`config.mk`:
```
export PLATFORM = sky130hd
export DESIGN_NAME = line_follow_obstacle_mode_controller_top
export DESIGN_NICKNAME = d
export VERILOG_FILES = /design/src/hdl/lfomc_pkg.sv /design/src/hdl/line_follow_obstacle_mode_controller_top.sv /design/src/hdl/lfomc_pd.sv
export SDC_FILE = /design/constraint.sdc
export NUM_CORES = 2
export LEC_CHECK = 0
export CORE_ASPECT_RATIO = 0.75
export CORE_UTILIZATION = 60
export DETAILED_ROUTE_END_ITERATION = 10
export DONT_BUFFER_PORTS = 1
export HOLD_SLACK_MARGIN = 0.15
export PLACE_DENSITY = 0.81
export SETUP_SLACK_MARGIN = 0.02
export SYNTH_ARGS = -nofsm -noshare
export SYNTH_HDL_FRONTEND = slang
export SYNTH_SLANG_ARGS = --single-unit
export TNS_END_PERCENT = 50
```
`constraint.sdc`:
```
create_clock -name i_clk -period 22.2 [get_ports i_clk]
set_input_delay 3.33 -clock i_clk [delete_from_list [all_inputs] [get_ports i_clk]]
set_output_delay 3.33 -clock i_clk [all_outputs]
set_load 0.01 [all_outputs]
```
`src/hdl/lfomc_pkg.sv`:
```
// ----------------------------------------------------------------------------
// lfomc_pkg
// Shared types and constants of the line-follow / obstacle mode controller.
// ----------------------------------------------------------------------------
package lfomc_pkg;

    // Field widths
    localparam int unsigned DIST_W   = 16;
    localparam int unsigned CENTER_W = 12;  // lane centers and image center
    localparam int unsigned SMOOTH_W = 11;
    localparam int unsigned SUM_W    = 20;
    localparam int unsigned ERR_W    = 17;  // shared PD error width
    localparam int unsigned LANE_W   = 12;
    localparam int unsigned ANG_W    = 11;
    localparam int unsigned LIN_W    = 7;
    localparam int unsigned MODE_W   = 3;
    localparam int unsigned CFG_IX_W = 3;
    localparam int unsigned CFG_D_W  = 16;

    // Controller mode, one-hot
    typedef enum logic [4:0] {
        MODE_SEARCH = 5'b00001,
        MODE_FOLLOW = 5'b00010,
        MODE_WAIT   = 5'b00100,
        MODE_TURN   = 5'b01000,
        MODE_AVOID  = 5'b10000
    } t_mode;

    // Mode codes as shown on the result port
    localparam logic [MODE_W-1:0] CODE_SEARCH = 3'd0;
    localparam logic [MODE_W-1:0] CODE_FOLLOW = 3'd1;
    localparam logic [MODE_W-1:0] CODE_WAIT   = 3'd2;
    localparam logic [MODE_W-1:0] CODE_TURN   = 3'd3;
    localparam logic [MODE_W-1:0] CODE_AVOID  = 3'd4;

    // Configuration register indexes
    typedef enum logic [CFG_IX_W-1:0] {
        CFG_FRONT_STOP = 3'd0,
        CFG_AVOID_CLR  = 3'd1,
        CFG_WAIT_TICKS = 3'd2,
        CFG_STEER_LIM  = 3'd3,
        CFG_FOLLOW_KP  = 3'd4,
        CFG_FOLLOW_KD  = 3'd5,
        CFG_AVOID_KP   = 3'd6,
        CFG_AVOID_KD   = 3'd7
    } t_cfg_idx;

    // Configuration reset values
    localparam logic [15:0] RST_FRONT_STOP = 16'd400;
    localparam logic [15:0] RST_AVOID_CLR  = 16'd200;
    localparam logic [7:0]  RST_WAIT_TICKS = 8'd90;
    localparam logic [9:0]  RST_STEER_LIM  = 10'd500;
    localparam logic [11:0] RST_FOLLOW_KP  = 12'd115;
    localparam logic [15:0] RST_FOLLOW_KD  = 16'd3072;
    localparam logic [11:0] RST_AVOID_KP   = 12'd307;
    localparam logic [15:0] RST_AVOID_KD   = 16'd9216;

    // Fixed commands and limits
    localparam logic [LIN_W-1:0]        LIN_FOLLOW   = 7'd80;
    localparam logic [LIN_W-1:0]        LIN_AVOID    = 7'd50;
    localparam logic signed [ANG_W-1:0] ANG_SEARCH   = 11'sd300;
    localparam logic signed [ANG_W-1:0] ANG_TURN     = 11'sd600;
    localparam logic [DIST_W-1:0]       NO_OBST      = 16'hFFFF;
    localparam logic [SUM_W-1:0]        SUM_MAX      = 20'hFFFFF;
    localparam logic [SUM_W-1:0]        FULL_TURN    = 20'd65536;
    localparam logic [SUM_W-1:0]        QUARTER_TURN = 20'd16384;
    localparam logic [7:0]              WAIT_MAX     = 8'hFF;
    localparam logic [SMOOTH_W-1:0]     SMOOTH_MAX   = 11'd2047;
    localparam logic [16:0]             HALF_WRAP    = 17'd65536;

    // Request to the shared PD unit
    typedef struct packed {
        logic        [11:0]      kp;
        logic        [15:0]      kd;
        logic signed [ERR_W-1:0] err;
        logic signed [ERR_W-1:0] prev;
        logic        [9:0]       limit;
    } t_pd_req;

    // One-hot mode to port code
    function automatic logic [MODE_W-1:0] mode_code(input t_mode m);
        logic [MODE_W-1:0] c;
        case (m)
            MODE_FOLLOW: c = CODE_FOLLOW;
            MODE_WAIT:   c = CODE_WAIT;
            MODE_TURN:   c = CODE_TURN;
            MODE_AVOID:  c = CODE_AVOID;
            default:     c = CODE_SEARCH;
        endcase
        return c;
    endfunction

endpackage

```
`src/hdl/line_follow_obstacle_mode_controller_top.sv`:
```
// ----------------------------------------------------------------------------
// line_follow_obstacle_mode_controller_top
// Five-mode lane follow / obstacle avoid controller, one result per tick.
// ----------------------------------------------------------------------------
// Each control tick gives one result beat. A tick beat lands in an input
// register; once the result register is free or being read, heading
// accumulation, lane filter, the shared PD steer and the mode logic are
// computed in one pass and load the result register, whose beat is then
// valid. The sustained rate is one tick per clock while i_out_ready is
// high, set by the input and result registers handing over in the same clock.
// While a result waits, one more tick fits in the input register; past
// that, a tick is taken only in a clock where the result register frees up.
// Configuration writes are taken every clock out of reset; make them only
// while no tick is in flight.
module line_follow_obstacle_mode_controller_top import lfomc_pkg::*; #(
    parameter int IMG_MID_X = 480
) (
    input  logic                     i_clk,
    input  logic                     i_rst_n,
    // Tick input
    input  logic                     i_in_valid,
    output logic                     o_in_ready,
    input  logic [1:0]               i_line_count,
    input  logic [9:0]               i_left_center_x,
    input  logic [9:0]               i_right_center_x,
    input  logic [DIST_W-1:0]        i_dist_front_mm,
    input  logic [DIST_W-1:0]        i_dist_around_mm,
    input  logic                     i_turn_left,
    input  logic signed [15:0]       i_heading,
    // Result output
    output logic                     o_out_valid,
    input  logic                     i_out_ready,
    output logic [MODE_W-1:0]        o_mode,
    output logic [LIN_W-1:0]         o_linear_cmd,
    output logic signed [ANG_W-1:0]  o_angular_cmd,
    output logic                     o_line_seen,
    // Configuration writes
    input  logic                     i_cfg_valid,
    output logic                     o_cfg_ready,
    input  logic [CFG_IX_W-1:0]      i_cfg_index,
    input  logic [CFG_D_W-1:0]       i_cfg_data
);

    localparam logic [CENTER_W-1:0] IC = CENTER_W'(IMG_MID_X);
    localparam logic [SMOOTH_W-1:0] SMOOTH_RST =
        (IMG_MID_X > 2047) ? SMOOTH_MAX : SMOOTH_W'(IMG_MID_X);

    // Configuration registers
    logic [15:0] r_front_stop, r_avoid_clr, r_follow_kd, r_avoid_kd;
    logic [7:0]  r_wait_ticks;
    logic [9:0]  r_steer_lim;
    logic [11:0] r_follow_kp, r_avoid_kp;

    // Input register
    logic                r_in_valid;
    logic [1:0]          r_in_count;
    logic [9:0]          r_in_left, r_in_right;
    logic [DIST_W-1:0]   r_in_front, r_in_around;
    logic                r_in_tleft;
    logic signed [15:0]  r_in_heading;

    // Controller state
    t_mode                    r_mode, n_mode;
    logic [7:0]               r_wait_cnt, n_wait_cnt;
    logic [SUM_W-1:0]         r_turn_sum, n_turn_sum;
    logic signed [15:0]       r_last_heading;
    logic                     r_heading_valid;
    logic [SMOOTH_W-1:0]      r_smooth, n_smooth;
    logic signed [LANE_W-1:0] r_prev_lane, n_prev_lane;
    logic signed [ERR_W-1:0]  r_prev_gap, n_prev_gap;
    logic                     r_avoid_side, n_avoid_side;

    // Result register
    logic                     r_out_valid;
    logic [MODE_W-1:0]        r_out_mode;
    logic [LIN_W-1:0]         r_out_lin;
    logic signed [ANG_W-1:0]  r_out_ang;
    logic                     r_out_seen;

    logic                     fire;
    logic                     seen;
    logic [15:0]              hd_diff;
    logic [16:0]              hd_mag;
    logic [SUM_W:0]           sum_ext;
    logic [SUM_W-1:0]         acc_sum;
    logic [CENTER_W-1:0]      lx, rx, mid;
    logic [19:0]              sm_full;
    logic [11:0]              sm_q;
    logic signed [12:0]       lane_e13;
    logic signed [LANE_W-1:0] lane_e;
    logic signed [ERR_W-1:0]  gap_e;
    t_pd_req                  pd_req;
    logic signed [ANG_W-1:0]  pd_steer;
    logic                     front_block, front_clear, around_clear;
    logic [7:0]               wait_inc;
    logic [LIN_W-1:0]         n_lin;
    logic signed [ANG_W-1:0]  n_ang;

    // Handshakes
    assign fire        = r_in_valid && (!r_out_valid || i_out_ready);
    assign o_in_ready  = i_rst_n && (!r_in_valid || fire);
    assign o_cfg_ready = i_rst_n;

    // Configuration writes
    always_ff @(posedge i_clk) begin
        if (!i_rst_n) begin
            r_front_stop <= RST_FRONT_STOP;
            r_avoid_clr  <= RST_AVOID_CLR;
            r_wait_ticks <= RST_WAIT_TICKS;
            r_steer_lim  <= RST_STEER_LIM;
            r_follow_kp  <= RST_FOLLOW_KP;
            r_follow_kd  <= RST_FOLLOW_KD;
            r_avoid_kp   <= RST_AVOID_KP;
            r_avoid_kd   <= RST_AVOID_KD;
        end else if (i_cfg_valid) begin
            case (t_cfg_idx'(i_cfg_index))
                CFG_FRONT_STOP: r_front_stop <= i_cfg_data;
                CFG_AVOID_CLR:  r_avoid_clr  <= i_cfg_data;
                CFG_WAIT_TICKS: r_wait_ticks <= i_cfg_data[7:0];
                CFG_STEER_LIM:  r_steer_lim  <= i_cfg_data[9:0];
                CFG_FOLLOW_KP:  r_follow_kp  <= i_cfg_data[11:0];
                CFG_FOLLOW_KD:  r_follow_kd  <= i_cfg_data;
                CFG_AVOID_KP:   r_avoid_kp   <= i_cfg_data[11:0];
                CFG_AVOID_KD:   r_avoid_kd   <= i_cfg_data;
                default: ;
            endcase
        end
    end

    // Input register
    always_ff @(posedge i_clk) begin
        if (!i_rst_n) begin
            r_in_valid <= 1'b0;
        end else if (o_in_ready) begin
            r_in_valid <= i_in_valid;
        end
    end

    always_ff @(posedge i_clk) begin
        if (i_in_valid && o_in_ready) begin
            r_in_count   <= i_line_count;
            r_in_left    <= i_left_center_x;
            r_in_right   <= i_right_center_x;
            r_in_front   <= i_dist_front_mm;
            r_in_around  <= i_dist_around_mm;
            r_in_tleft   <= i_turn_left;
            r_in_heading <= i_heading;
        end
    end

    // Heading accumulation, lane filter and loop errors
    always_comb begin
        seen    = (r_in_count != 2'd0);
        hd_diff = 16'(r_in_heading - r_last_heading);
        hd_mag  = hd_diff[15] ? (HALF_WRAP - {1'b0, hd_diff}) : {1'b0, hd_diff};
        sum_ext = {1'b0, r_turn_sum} + {{(SUM_W-16){1'b0}}, hd_mag};
        if (!r_heading_valid) begin
            acc_sum = '0;
        end else if (sum_ext[SUM_W]) begin
            acc_sum = SUM_MAX;
        end else begin
            acc_sum = sum_ext[SUM_W-1:0];
        end

        // raw lane center
        lx = {2'b0, r_in_left};
        rx = {2'b0, r_in_right};
        case (r_in_count)
            2'd0: mid = IC;
            2'd1: mid = (lx > IC) ? ((lx + (lx << 1)) >> 1) : (lx >> 1);
            default: mid = (lx + rx) >> 1;
        endcase

        // 77/256 old + 179/256 new
        sm_full = 20'(r_smooth) * 20'd77 + 20'(mid) * 20'd179;
        sm_q    = sm_full[19:8];
        n_smooth = (sm_q > 12'(SMOOTH_MAX)) ? SMOOTH_MAX : sm_q[SMOOTH_W-1:0];

        lane_e13 = $signed({1'b0, IC}) - $signed({2'b0, n_smooth});
        if (lane_e13 > 13'sd2047) begin
            lane_e = 12'sd2047;
        end else if (lane_e13 < -13'sd2048) begin
            lane_e = -12'sd2048;
        end else begin
            lane_e = lane_e13[LANE_W-1:0];
        end

        gap_e = $signed({1'b0, r_in_around}) - $signed({1'b0, r_avoid_clr});

        // one PD unit: lane loop in follow, gap loop otherwise
        pd_req.limit = r_steer_lim;
        if (r_mode == MODE_FOLLOW) begin
            pd_req.kp   = r_follow_kp;
            pd_req.kd   = r_follow_kd;
            pd_req.err  = ERR_W'(lane_e);
            pd_req.prev = ERR_W'(r_prev_lane);
        end else begin
            pd_req.kp   = r_avoid_kp;
            pd_req.kd   = r_avoid_kd;
            pd_req.err  = gap_e;
            pd_req.prev = r_prev_gap;
        end
    end

    lfomc_pd u_pd (
        .i_req   (pd_req),
        .o_steer (pd_steer)
    );

    // Mode logic
    always_comb begin
        front_block  = (r_in_front < r_front_stop) && (r_in_front != NO_OBST);
        front_clear  = (r_in_front == NO_OBST) || (r_in_front > r_avoid_clr);
        around_clear = (r_in_around == NO_OBST) || (r_in_around > r_avoid_clr);
        wait_inc     = (r_wait_cnt == WAIT_MAX) ? WAIT_MAX : r_wait_cnt + 8'd1;

        n_mode       = r_mode;
        n_wait_cnt   = r_wait_cnt;
        n_turn_sum   = acc_sum;
        n_avoid_side = r_avoid_side;
        n_prev_lane  = (r_mode == MODE_FOLLOW) ? lane_e : r_prev_lane;
        n_prev_gap   = r_prev_gap;
        n_lin        = '0;
        n_ang        = '0;

        case (r_mode)
            MODE_FOLLOW: begin
                if (front_block) begin
                    n_mode     = MODE_WAIT;
                    n_wait_cnt = '0;
                end else if (seen) begin
                    n_lin = LIN_FOLLOW;
                    n_ang = pd_steer;
                end else begin
                    n_mode     = MODE_SEARCH;
                    n_turn_sum = '0;
                end
            end
            MODE_WAIT: begin
                if (!front_block) begin
                    n_mode = MODE_FOLLOW;
                end else begin
                    n_wait_cnt = wait_inc;
                    if (wait_inc >= r_wait_ticks) begin
                        n_mode       = MODE_TURN;
                        n_turn_sum   = '0;
                        n_avoid_side = r_in_tleft;
                    end
                end
            end
            MODE_TURN: begin
                if (acc_sum < QUARTER_TURN) begin
                    n_ang = r_avoid_side ? ANG_TURN : -ANG_TURN;
                end else begin
                    n_mode     = MODE_AVOID;
                    n_turn_sum = '0;
                end
            end
            MODE_AVOID: begin
                if (seen && around_clear) begin
                    n_mode = MODE_FOLLOW;
                end else if (front_clear) begin
                    n_lin      = LIN_AVOID;
                    n_ang      = r_avoid_side ? -pd_steer : pd_steer;
                    n_prev_gap = gap_e;
                end
            end
            default: begin
                n_mode = MODE_SEARCH;
                if (seen) begin
                    n_mode     = MODE_FOLLOW;
                    n_turn_sum = '0;
                end else if (acc_sum < FULL_TURN) begin
                    n_ang = ANG_SEARCH;
                end
            end
        endcase
    end

    // State update per tick
    always_ff @(posedge i_clk) begin
        if (!i_rst_n) begin
            r_mode          <= MODE_SEARCH;
            r_wait_cnt      <= '0;
            r_turn_sum      <= '0;
            r_last_heading  <= '0;
            r_heading_valid <= 1'b0;
            r_smooth        <= SMOOTH_RST;
            r_prev_lane     <= '0;
            r_prev_gap      <= '0;
            r_avoid_side    <= 1'b0;
        end else if (fire) begin
            r_mode          <= n_mode;
            r_wait_cnt      <= n_wait_cnt;
            r_turn_sum      <= n_turn_sum;
            r_last_heading  <= r_in_heading;
            r_heading_valid <= 1'b1;
            r_smooth        <= n_smooth;
            r_prev_lane     <= n_prev_lane;
            r_prev_gap      <= n_prev_gap;
            r_avoid_side    <= n_avoid_side;
        end
    end

    // Result register
    always_ff @(posedge i_clk) begin
        if (!i_rst_n) begin
            r_out_valid <= 1'b0;
        end else if (fire) begin
            r_out_valid <= 1'b1;
        end else if (i_out_ready) begin
            r_out_valid <= 1'b0;
        end
    end

    always_ff @(posedge i_clk) begin
        if (fire) begin
            r_out_mode <= mode_code(n_mode);
            r_out_lin  <= n_lin;
            r_out_ang  <= n_ang;
            r_out_seen <= seen;
        end
    end

    assign o_out_valid   = r_out_valid;
    assign o_mode        = r_out_mode;
    assign o_linear_cmd  = r_out_lin;
    assign o_angular_cmd = r_out_ang;
    assign o_line_seen   = r_out_seen;

endmodule

```
`src/hdl/lfomc_pd.sv`:
```
// ----------------------------------------------------------------------------
// lfomc_pd
// Shared per-tick PD steer: floor((kp*e + kd*(e-prev))/256), clamped to
// +-limit. Serves the lane loop in follow and the gap loop in avoid.
// ----------------------------------------------------------------------------
module lfomc_pd import lfomc_pkg::*; (
    input  t_pd_req                  i_req,
    output logic signed [ANG_W-1:0]  o_steer
);

    logic signed [ERR_W:0]   diff;
    logic signed [29:0]      p_prod;
    logic signed [34:0]      d_prod;
    logic signed [35:0]      sum;
    logic signed [27:0]      scaled;
    logic signed [27:0]      lim;
    logic signed [27:0]      clamped;

    // Products and sum
    always_comb begin
        diff   = (ERR_W+1)'(i_req.err) - (ERR_W+1)'(i_req.prev);
        p_prod = $signed({1'b0, i_req.kp}) * i_req.err;
        d_prod = $signed({1'b0, i_req.kd}) * diff;
        sum    = 36'(p_prod) + 36'(d_prod);
    end

    // Floor divide by 256, then clamp
    always_comb begin
        scaled = sum[35:8];
        lim    = $signed({18'b0, i_req.limit});
        if (scaled > lim) begin
            clamped = lim;
        end else if (scaled < -lim) begin
            clamped = -lim;
        end else begin
            clamped = scaled;
        end
        o_steer = clamped[ANG_W-1:0];
    end

endmodule

```
==> flow_summary.yaml <==
run_status:
  status: "complete, but fails checks"
  violations: "capacitance limit"
worst_setup_path:
  reg2reg_to: "o_angular_cmd[8]$_DFFE_PP_"
  crit_start: "r_in_left[1]$_DFFE_PP_"
  cp.arrival_ns: 21.61
  cpPeakStageDelay_ns: 0.59
  worstRegToRegCells: 86
  cp.required_ns: 22.53
  path_delay_family: "adder cells"
  critical_path.most_common_cell: "fa_1"
  crit_buf_inv: 12
  crit_type: "flop to flop"
  reg2reg_slack_ns: 0.91
  critical_path.slowest_cell: "fa_1"
  worstSetupStartpointType: "flop"
  r2r-start: "r_in_left[1]$_DFFE_PP_"
  setup.worst_path.end: "o_angular_cmd[8]$_DFFE_PP_"
  worstPathMaxFanout: 9
  crit_cells: 86
  end_kind: "flop"
logic_synthesis:
  postSynthAreaPerCell_um2: 8.686
  ys_top_cells_by_area: "fa_1 (31%), ha_1 (12%), dfxtp_1 (9.9%)"
  ys_async_sr_fraction_pct: 0
  synthCells: 4650
  synth_top_cell_by_area: "fa_1"
  synth-seq-cells: 288
  yosysMostFrequentCell: "inv_1"
  yosysUniqueCellTypes: 94
  synth_edf_count: 89
  syn_area_um2: 40390
  synth_seq_area_share_pct: 16.48
  synthFlopType: "dfxtp_1"
  yosys.area.top_type_share_pct: 30.98
  yosysWarningCount: 0
  ys_top_cells_by_count: "inv_1 (843), nand2_1 (746), fa_1 (625), ha_1 (391), nor2_1 (342)"
detailed_routing:
  drtIter0Drc: 3344
  wl_mm: 110.5
  routed_via_density: 5.882
  ant_nets: 0
  vias: 32238
  first_pass_iters: 6
  route.detailed.drc: 0
  wl_per_cell_um: 20.16
clocking:
  postCtsHoldBufs: 0
  clock_sinks: 288
  cts_tree: "yes"
  clock-root-buffer: "clkbuf_16"
  cts_buffers: 26
  h-tree-depth: 1
  worstSkewPairLatency_ns: 0.58
  path_clk_slew_ns: 0.08
  clockBufferDepth: 3
die:
  ioPinCount: 120
  die_w_um: 301.6
  core_um2: 65880
  initial_core_util_pct: 61.31
  die_h_um: 226.7
  die-area_um2: 68370
  row_count: 81
worst_hold_path:
  min_from: "r_avoid_kp[11]$_SDFFE_PN0P_"
  hold_class: "flop to flop"
global_route:
  grt_pass1_vias: 32247
  grt_overflow_total: 0
  grt_max_degree: 86
  grt_pass1_wl_mm: 179.1
  antenna_found_initial: 2
  grt_use_total_pct: 33.62
sta:
  post-route-min-period_ns: 21.29
  slew_headroom_pct: 0.09144
  setup_tns_ns: 0
  finClkSkew_ns: 0.02891
  finalCritPeriodShare_pct: 95.88
  drv_slew: 0
  setup_viol: 0
  worst_slew_pin_slew_ns: 1.470
  hold_viol_final: 0
  fmax_mhz: 46.98
  worst_slack_ns: 0.9147
final_layout:
  nets: 5699
  syn_to_final_growth_pct: 5.223
  n_fill_cell: 5334
  drive_gt1_share_pct: 4.731
place:
  place_congestion: 0.9868
  hpwl_mm: 88.93
  place_ws_ns: -0.1217
  portBuffers: 0
job:
  maxCapViolCount: 1
sequential cells by signal, indices dropped and copies added (netlist names), 12 cells and up:
name	flops
r_prev_gap	17
r_prev_lane	12
r_avoid_clr	16
r_in_around	16
r_in_heading	16
r_front_stop	16
r_turn_sum	20
r_avoid_kd	16
r_in_front	16
r_follow_kp	12
r_last_heading	16
r_follow_kd	16
r_avoid_kp	12
stage by stage:
step | utilization [%] | hold WS, ns | std cells | cell area (µm²)
after floorplan | - | 0.4315 | 4653 | 40400
after global placement | 62.74 | 0.4397 | 5420 | 41330
after detailed placement | 62.74 | 0.4467 | 5420 | 41330
after CTS | 64.13 | 0.4555 | 5468 | 42240
after global routing | 64.51 | 0.4693 | 5480 | 42500
final | 64.51 | 0.4573 | 5481 | 42500
logic make-up (layout without fill, tap and decap cells):
kind of cell / Yosys count / in the layout / synth area share (%)
muxes: 48 / 48 / 1.217
DFF: 288 / 288 / 16.48
buffers and inverters: 1012 / 967 / 9.557
adders and majority gates: 1016 / 1016 / 43.09
AOI/OAI and AO/OA: 682 / 682 / 10.77
xor gates and xnor gates: 142 / 142 / 3.079
and+or+nand+nor: 1461 / 1461 / 15.79
other: 1 / 6 / 0.009284
layout by cell type (no fill, tap or decap), types with 6 or more instances in the layout:
cell / count
a211o_1: 7
a211oi_1: 25
a21o_1: 70
a21oi_1: 235
a21oi_2: 10
a22oi_1: 11
a31oi_1: 17
and2_1: 50
and3_1: 14
buf_4: 73
clkbuf_16: 26
dfxtp_1: 199
edfxtp_1: 89
fa_1: 624
ha_1: 390
inv_1: 840
mux2i_1: 31
mux2i_2: 11
nand2_1: 746
nand2b_1: 53
nand3_1: 58
nand4_1: 40
nor2_1: 339
nor2b_1: 41
nor3_1: 42
nor4_1: 11
o211ai_1: 37
o21a_1: 24
o21ai_0: 117
o21ai_1: 14
o21bai_1: 20
o22ai_1: 6
or2_2: 16
or3_1: 17
xnor2_1: 104
xor2_1: 34
worst register-to-register path, delay by kind of cell (launching register included):
family                   cells  cell delay (ns)
AND/OR/NAND/NOR             15             2.50
multiplexers                 3             0.89
buffers and inverters       12             0.98
flip-flops                   1             0.50
adder cells (fa/ha/maj)     21             9.11
XOR/XNOR                     4             0.96
AO/OA/AOI/OAI               31             6.15
metal layers:
layer | vias to the layer above | GRT usage [%] | wire length (µm)
met5 | - | 0 | 15
met4 | 2 | 8.504 | 3315
met3 | 214 | 12.09 | 15040
met2 | 1652 | 47.28 | 44780
met1 | 15729 | 48.81 | 47360
li1 | 14641 | - | -
final cells by class:
cell class	count	area [µm²]	share of cell area (%)
tap	871	1090	2.564
sequential	288	6656	15.66
antenna	2	5.005	0.01178
clock inverter	19	219.0	0.5152
inverter	845	3182	7.487
timing repair buffer	74	559.3	1.316
multi-input combinational	3353	30110	70.84
clock buffer	29	681.9	1.604
worst min-delay path by stage:
stage / endpoint / slack (ns) / depth (start not counted)
floorplan: r_prev_lane[8]$_SDFFE_PN0P_ / 0.43 / 2
global placement: r_turn_sum[6]$_SDFFE_PN0P_ / 0.44 / 2
detailed placement: r_front_stop[9]$_SDFFE_PN0P_ / 0.45 / 2
CTS: r_avoid_clr[14]$_SDFFE_PN0P_ / 0.46 / 2
global route: r_avoid_clr[9]$_SDFFE_PN0P_ / 0.47 / 2
finish: r_avoid_kp[11]$_SDFFE_PN0P_ / 0.46 / 2
what timing repair did:
| action | CTS | global route |
|---|---|---|
| gates cloned | 0 | 0 |
| resized for setup | 4 | 45 |
| setup buffers | 0 | 11 |
| endpoints found under the setup margin | 4 | 11 |
| pin swaps | 0 | 9 |
Power is left out: the tool's default activity adds up to more than one toggle a clock period on the data nets, which glitch-free logic cannot reach.
